==> src/design/dpm_pkg.sv <==
// shared constants and types for the binary64 multiplier
package dpm_pkg;
    localparam int unsigned MANT_W   = 52;
    localparam int unsigned SIG_W    = 53;
    localparam int unsigned EXP_W    = 11;
    localparam int unsigned WORD_W   = 64;
    localparam int unsigned DIGIT_W  = 4;
    localparam int unsigned N_CELLS  = 14;   // ceil(53 / 4)
    localparam int unsigned PROD_W   = 2 * SIG_W;
    localparam logic [EXP_W-1:0] EXP_MAX  = 11'h7ff;
    localparam logic [12:0]      EXP_BIAS = 13'd1023;
    localparam logic [WORD_W-1:0] INF_BITS  = 64'h7ff0_0000_0000_0000;
    localparam logic [WORD_W-1:0] QNAN_BITS = 64'h7ff8_0000_0000_0000;

    // item context carried along the cell chain
    typedef struct packed {
        logic              special;
        logic [WORD_W-1:0] special_bits;
        logic              sign;
        logic [12:0]       exp_sum;   // signed, sum minus bias
    } t_ctx;
endpackage

==> src/design/dpm_cell.sv <==
// one cell of the multiplier chain: adds one 4-bit digit partial product
module dpm_cell (
    input  logic                           i_clk,
    input  logic                           i_rst_n,
    input  logic                           i_valid,
    input  logic [dpm_pkg::SIG_W-1:0]      i_mcand,
    input  logic [dpm_pkg::SIG_W-1:0]      i_mplier,
    input  logic [dpm_pkg::PROD_W-1:0]     i_acc,
    input  dpm_pkg::t_ctx                  i_ctx,
    input  logic [5:0]                     i_shift,
    output logic                           o_valid,
    output logic [dpm_pkg::SIG_W-1:0]      o_mcand,
    output logic [dpm_pkg::SIG_W-1:0]      o_mplier,
    output logic [dpm_pkg::PROD_W-1:0]     o_acc,
    output dpm_pkg::t_ctx                  o_ctx
);
    import dpm_pkg::*;

    logic [DIGIT_W-1:0]  w_digit;
    logic [PROD_W-1:0]   w_pp;
    logic                r_valid;
    logic [SIG_W-1:0]    r_mcand;
    logic [SIG_W-1:0]    r_mplier;
    logic [PROD_W-1:0]   r_acc;
    t_ctx                r_ctx;

    // partial product of this cell's digit
    assign w_digit = DIGIT_W'(i_mplier >> i_shift);
    assign w_pp    = PROD_W'(i_mcand) * PROD_W'(w_digit);

    always_ff @(posedge i_clk) begin
        if (!i_rst_n) begin
            r_valid <= 1'b0;
        end else begin
            r_valid <= i_valid;
        end
    end

    // payload moves to the neighbor every cycle
    always_ff @(posedge i_clk) begin
        r_mcand  <= i_mcand;
        r_mplier <= i_mplier;
        r_acc    <= i_acc + (w_pp << i_shift);
        r_ctx    <= i_ctx;
    end

    assign o_valid  = r_valid;
    assign o_mcand  = r_mcand;
    assign o_mplier = r_mplier;
    assign o_acc    = r_acc;
    assign o_ctx    = r_ctx;
endmodule

==> config.mk <==
export PLATFORM = sky130hd
export DESIGN_NAME = dpm_cell
export DESIGN_NICKNAME = d
export VERILOG_FILES = /design/src/design/dpm_pkg.sv /design/src/design/dpm_cell.sv
export SDC_FILE = /design/constraint.sdc
export NUM_CORES = 1
export LEC_CHECK = 0
export BUFFER_PORTS_ARGS = -buffer_cell sky130_fd_sc_hd__buf_2
export CAP_MARGIN = 15
export CORE_MARGIN = 4
export CORE_UTILIZATION = 35
export CTS_CLUSTER_SIZE = 28
export DETAILED_ROUTE_END_ITERATION = 12
export GPL_TIMING_DRIVEN = 0
export MAX_ROUTING_LAYER = met4
export PLACE_DENSITY = 0.62
export SYNTH_ARGS = -nofsm -noshare
export SYNTH_HDL_FRONTEND = slang
export SYNTH_SLANG_ARGS = --single-unit
==> constraint.sdc <==
create_clock -name i_clk -period 12.97 [get_ports i_clk]
set_clock_uncertainty 0.05 [all_clocks]
set_input_delay 0.6485 -clock i_clk [delete_from_list [all_inputs] [get_ports i_clk]]
set_output_delay 0.6485 -clock i_clk [all_outputs]
set_load 0.05 [all_outputs]
==> summary.md, run 1 <==
| Metric | Value |
|---|---|
| Peak Freq | `~0.080 GHz` |
| DR pass1 iterations | `6` |
| Clock Tree Buf Depth | `3` |
| Clock slew at reported path FFs | `~0.060 ns` |
| Top cell by count, worst path | `buf_4` |
| Post-synth EDFFs | `0` |
| CTS tree | `done` |
| Detail Placement HPWL | `slightly above 90000 um` |
| Die X-Extent | `between 200 and 300 um` |
| LEAKAGE | `between 10 and 15 nW` |
| DRT Wirelength | `110000 um` |
| Root Buffer | `clkbuf_16` |
| Hold crit path type | `in -> reg` |
| Measured slew at the worst slew-check pin | `0.928 ns` |
| Core area | `between 70000 and 80000 um2` |
| Layout cell share with drive strength beyond 1 | `between 20% and 30%` |
| Initial antenna violation count | `9` |
| Die footprint | `~80000 um2` |
| First-pass GRT wire length | `approximately 160000 um` |
| Sequential Area | `between 5000 and 6000 um2` |
| Top FF cell, synth | `dfxtp_1` |
| Post-Syn Instances | `3196` |
| Leading area contributor after synthesis | `dfxtp_1` |
| Vias in the first global route | `between 20000 and 30000` |
| Initial Util | `between 30% and 40%` |
| Clock power share | `a little over an eighth` |
| H-tree levels | `2` |
| Synth area leaders | `dfxtp_1 22%, ha_1 8.0%, fa_1 7.9%, mux2i_1 5.5%, a21oi_1 5.2%` |
| Pwr Density | `between 200 and 250 nW/um2` |
| Worst hold start | `i_ctx[36]` |
| Slew Limit Fails | `0` |
| Worst-path maximum fanout | `10` |
| Critical path arrival | `around 13 ns` |
| Final worst path period share | `between 90% and 100%` |
| CTS Hold Bufs | `0` |
| DP Worst Slack | `-0.977 ns` |
| Routed len/inst | `22.8 um` |
| Switching fraction of total power | `between 50% and 60%` |
| Status | `finished, final reports clean` |
| Crit path capture type | `flip-flop` |
| DR iter-0 viols | `2349` |
| Comb pwr share | `around 72%` |
| Worst Hold Path Cells | `1` |
| Final Critical Period | `approximately 13 ns` |
| Layout area overhead | `21.3%` |
| GP Congestion | `about 1.0` |
| Top-count cell post-synth | `nand2_1` |
| Final setup fails | `0` |
| Number of port buffers | `between 500 and 600` |
| Count of cell types in the netlist | `roughly 100` |
| Fillers | `approximately 7500` |
| DR vias | `around 27000` |
| Yosys warnings | `0` |
| GRT overflow | `0` |
| Sequential power share | `about 15%` |
| Switching pwr | `0.00413 W` |
| Synth Register Bits | `about 290` |
| Post-synthesis sequential area ratio | `~22%` |
| Number of remaining DRC errors | `0` |
| Critical path's slowest cell | `mux4_2` |
| Syn nets | `3765` |
| # IOs | `approximately 600` |
| Post-synth top cells | `345 x nand2_1, 292 x dfxtp_1, 273 x a21oi_1, 236 x inv_1, 213 x nor2_1` |
| Post-Syn Area | `between 20000 and 30000 um2` |
| Largest net degree at the start of global routing | `14` |
| Crit-path max cell delay | `0.53 ns` |
| Die Height | `281 um` |
| Max-cap violations | `0` |
| Gr usage total | `a little over a quarter` |
| Vias per cell | `5.54` |
| Req. time, crit path | `13.36 ns` |
| Remaining antenna violation count | `0` |
| Slew HR | `~38%` |
| Layout Nets | `between 4000 and 5000` |
| Internal power | `0.00338 W` |
| CP Class | `in -> reg` |
| Setup TNS | `0 ns` |
| CP startpoint kind | `input pin` |
| Clock sinks | `roughly 300` |
| Final setup margin | `roughly 0.44 ns` |
| Final core utilization | `a little over two fifths` |
| Avg Inst Size Synth | `roughly 8 um2` |
| Asr flop ratio synth | `0%` |
| CTS buffer count | `34` |
| Yosys top cell area share | `about 22%` |
| Final Hold Viols | `0` |
| Area of the multi-input gates | `between 15000 and 20000 um2` |
| Peak supply drop | `around 0.00011 V` |
| Num rows | `99` |
| Hold worst-path end | `o_ctx[36]` |
placed cells by master (no fill, tap or decap), types with 12 or more instances in the layout:
cell type / n
buf_2: 617
nand2_1: 345
dfxtp_1: 292
a21oi_1: 271
inv_1: 236
nor2_1: 211
and2_1: 172
ha_1: 166
mux2i_1: 137
o21ai_0: 128
clkbuf_1: 122
fa_1: 103
xnor2_1: 82
a21o_1: 68
xor2_1: 68
nand4_1: 52
nor3_1: 47
mux4_2: 46
nand3_1: 46
o21ai_1: 44
mux2_2: 41
clkbuf_16: 34
o21a_1: 33
o21bai_1: 28
a211oi_1: 26
o211ai_1: 25
a31oi_1: 25
nand2b_1: 25
o22ai_1: 23
nor2b_1: 21
buf_4: 17
and3_1: 17
or3_1: 17
buf_1: 15
a22oi_1: 12
o31ai_1: 12
power by group through the flow:
stage / logic (W) / registers, W / clock network [W]
4_1_cts: 0.00520 / 0.00115 / 0.00101
6_report: 0.00538 / 0.00115 / 0.000982
2_1_floorplan: 0.00298 / 0.00185 / 0
3_5_place_dp: 0.00517 / 0.00117 / 0
5_1_grt: 0.00575 / 0.00117 / 0.00105
3_3_place_gp: 0.00518 / 0.00116 / 0
state kept, by name (all words and copies together), names as in the netlist:
| register | count |
|---|---|
| o_acc | 106 |
| o_ctx | 79 |
| o_mcand | 53 |
| o_mplier | 53 |
| o_valid | 1 |
critical path, delay by kind of cell:
kind / cells / cell delay [ns]
AO/OA/AOI/OAI: 15 / 4.30
XOR/XNOR: 2 / 0.38
adder cells (fa/ha/maj): 4 / 1.73
buffers and inverters: 11 / 2.34
multiplexers: 4 / 1.64
AND/OR/NAND/NOR: 9 / 1.81
cell type report:
cell class / instances / share of cell area (%)
diodes: 7 / 0.0553
flip-flops and latches: 292 / 18.5
repair buffers: 598 / 9.54
plain buffers: 178 / 2.37
clock inverters: 14 / 0.561
well taps: 959 / 3.79
multi-input cells: 2485 / 59.3
clock buffers: 47 / 3.06
inverters: 239 / 2.83
metrics by stage:
stage	power (W)	instance area, um2	hold WS [ns]	std cells
2_1_floorplan	0.00483	26100	0.626	3196
3_3_place_gp	0.00634	30200	0.700	4742
3_5_place_dp	0.00634	30200	0.702	4745
4_1_cts	0.00736	31400	0.0757	4806
5_1_grt	0.00797	31700	0.0898	4818
6_report	0.00751	31700	0.113	4819
per-layer routing:
metal	global-route usage, %	wire (um)
met5	-	0
met4	9.25	4250
met3	4.21	8270
met2	45.3	51700
met1	34.1	45600
worst max-delay path by stage:
| stage | slack (ns) | startpoint | to | cells after the start |
|---|---|---|---|---|
| 2_1_floorplan | 2.56 | i_shift[0] | o_acc[98] | 45 |
| 3_3_place_gp | -1.39 | i_shift[1] | o_acc[105] | 42 |
| 3_5_place_dp | -0.98 | i_shift[1] | o_acc[105] | 44 |
| 4_1_cts | 0.01 | i_shift[0] | o_acc[100] | 47 |
| 5_1_grt | -0.009 | i_shift[0] | o_acc[105] | 50 |
| 6_report | 0.44 | i_shift[0] | o_acc[105] | 45 |
repair_timing:
| action | CTS | global route |
|---|---|---|
| buffers inserted | 0 | 8 |
| gates resized for setup | 5 | 47 |
| pin swaps | 0 | 4 |
| endpoints found under the setup margin | 11 | 20 |
cell families (layout without fill, tap and decap cells):
| group | after synthesis | in the layout | synth area share (%) |
|---|---|---|---|
| simple gates | 1007 | 1007 | 18.8 |
| compound gates | 824 | 824 | 20.2 |
| buf+inv | 419 | 1076 | 6.29 |
| flops | 292 | 292 | 22.4 |
| fa+ha+maj | 269 | 269 | 15.9 |
| mux | 233 | 233 | 11.4 |
| xor+xnor | 152 | 152 | 5.10 |
| other cells | 0 | 7 | 0 |
(Power assumes the default switching activity.)
==> run 2, diff against run 1 <==
--- a/config.mk
+++ b/config.mk
@@ -11,7 +11,6 @@
 export CORE_UTILIZATION = 35
 export CTS_CLUSTER_SIZE = 28
 export DETAILED_ROUTE_END_ITERATION = 12
-export GPL_TIMING_DRIVEN = 0
 export MAX_ROUTING_LAYER = met4
 export PLACE_DENSITY = 0.62
 export SYNTH_ARGS = -nofsm -noshare
==> run 2 against run 1 <==
  * Die area unchanged
  * Utilization decreased by 1.0 points
  * Worst setup slack improved by 0.60 ns
  * Clock power increased by 5%
  * Cell count decreased by 3.5%
  * Clock-buffer cell count decreased by 7
  * Critical endpoint unchanged
==> summary.md, run 2 (synthesized netlist as in run 1, its figures left out) <==
| Metric | Value |
|---|---|
| Crit-path max cell delay | `0.62 ns (+0.09 ns)` |
| Critical path's slowest cell | `buf_4` |
| LEAKAGE | `14.6 nW (-2.2%)` |
| Slew Limit Fails | `0 (unchanged)` |
| DR pass1 iterations | `6 (unchanged)` |
| Design Area, Final | `30900 um2 (-2.4%)` |
| Layout area overhead | `18.5%` |
| Number of port buffers | `591 (+0.68%)` |
| Hold crit path type | `in -> reg` |
| H-tree levels | `2 (unchanged)` |
| Remaining antenna violation count | `0 (unchanged)` |
| CP Class | `in -> reg` |
| CTS Hold Bufs | `0 (unchanged)` |
| Die X-Extent | `281 um (unchanged)` |
| Commonest cells after routing, fill and taps aside | `590 x buf_2, 345 x nand2_1, 292 x dfxtp_1` |
| Initial Util | `35.5% (unchanged)` |
| CTS buffer count | `34 (unchanged)` |
| DP Area | `29700 um2 (-1.9%)` |
| Worst-path maximum fanout | `54 (+44)` |
| DRT Wirelength | `102000 um (-7.4%)` |
| Vias per cell | `5.52 (-0.36%)` |
| Initial antenna violation count | `7 (-2)` |
| Die Height | `281 um (unchanged)` |
| Post-CTS Setup Bufs | `0 (unchanged)` |
| Final core utilization | `42.1% (-1.0 points)` |
| Routed len/inst | `21.9 um (-4.0%)` |
| Largest net degree at the start of global routing | `70 (+56)` |
| DR vias | `25700 (-3.9%)` |
| Req. time, crit path | `13.35 ns (about the same)` |
| Num rows | `99 (unchanged)` |
| Final Critical Period | `11.94 ns (-0.596 ns)` |
| Pwr Density | `239 nW/um2 (+0.56%)` |
| Layout cell share with drive strength beyond 1 | `22.2% (-0.34 points)` |
| Gr usage total | `25.3% (-2.0 points)` |
| DP Worst Slack | `0.632 ns (+1.61 ns)` |
| Peak Freq | `0.0838 GHz (+5.0%)` |
| Die footprint | `79000 um2 (unchanged)` |
| RSZ-0062 raised after global routing | `no` |
| Core area | `73500 um2 (unchanged)` |
| Status | `finished, final reports clean` |
| Setup TNS | `0 ns (unchanged)` |
| Root Buffer | `clkbuf_16` |
| GRT overflow | `0 (unchanged)` |
| Clock slew at reported path FFs | `0.06 ns (about the same)` |
| DR iter-0 viols | `2353 (+0.17%)` |
| First-pass GRT wire length | `151000 um (-6.2%)` |
| Clock Tree Buf Depth | `3 (unchanged)` |
| Peak supply drop | `0.000113 V (-1.0%)` |
| Final setup fails | `0 (unchanged)` |
| Number of remaining DRC errors | `0 (unchanged)` |
| GP Congestion | `1.03 (+2.0%)` |
| Vias in the first global route | `24700 (-3.9%)` |
| Slew HR | `25.1% (-13 points)` |
| # IOs | `592 (unchanged)` |
| Measured slew at the worst slew-check pin | `1.11 ns (+0.184 ns)` |
| Worst Hold Path Cells | `1 (unchanged)` |
| Critical path arrival | `12.32 ns (-0.60 ns)` |
| CTS tree | `done` |
| Detail Placement HPWL | `85300 um (-7.8%)` |
| Post-cts sizing count | `0 (-5)` |
| Final setup margin | `1.03 ns (+0.596 ns)` |
| Max-cap violations | `0 (unchanged)` |
| Most common cell after layout, fill and taps aside | `buf_2` |
| Clock sinks | `292 (unchanged)` |
| Layout Nets | `4232 (-3.8%)` |
| CP startpoint kind | `input pin` |
| Crit path capture type | `flip-flop` |
| Max reg flops | `106 (unchanged)` |
| Final Hold Viols | `0 (unchanged)` |
| Final worst path period share | `92.0% (-4.6 points)` |
run 2: changes by cell type in the layout (fill, tap and decap cells not counted), moves of 7 or more:
| cell | before | now |
|---|---|---|
| buf_2 | 617 | 590 |
| mux2i_2 | 7 | 0 |
| clkbuf_1 | 122 | 3 |
| mux2i_1 | 137 | 144 |
| clkbuf_2 | 9 | 0 |
| buf_1 | 15 | 0 |
run 2: power by group:
part	leakage (nW)	total (W)	switching [W]	internal, W
clock	0.587	0.00103	0.000408	0.000626
combinational	11.5	0.00519	0.00351	0.00167
sequential	2.46	0.00115	0.0000492	0.00110
total	14.6	0.00737	0.00397	0.00340
run 2: final cells by class:
cell class,count,area (um2)
Antenna cell,3,7.51
Clock buffer,40,903
Clock inverter,20,317
Fill cell,7525,42500
Inverter,239,897
Multi-Input combinational cell,2485,18600
Sequential cell,292,5850
Tap cell,959,1200
Timing Repair Buffer,611,3110
run 2: path summary, 6_finish.rpt:
check / from / to / slack (ns)
setup / recovery: i_shift[0] / o_acc[105] / 1.03
hold / removal: i_ctx[73] / o_ctx[73] / 0.15
run 2: metal layers:
layer	part of all wire (%)	up-vias	track usage [%]
met1	42	12200	32.1
met5	0	-	-
li1	-	12200	-
met3	8.0	156	4.18
met2	47	1127	41.5
met4	3.4	0	7.86
run 2: critical path: cells and delay by family:
family,cells,cell delay [ns]
AOI/OAI and AO/OA,16,4.54
muxes,6,2.20
adders and majority gates,4,1.86
and+or+nand+nor,6,1.37
buffers and inverters,5,1.19
xor gates and xnor gates,2,0.41
run 2: metrics by stage:
step                total power, W  instances  hold WS (ns)
finish                     0.00737       4649         0.145
CTS                        0.00732       4646         0.115
detailed placement         0.00625       4586         0.702
global route               0.00785       4649         0.118
floorplan                  0.00483       3196         0.626
global placement           0.00628       4586         0.701
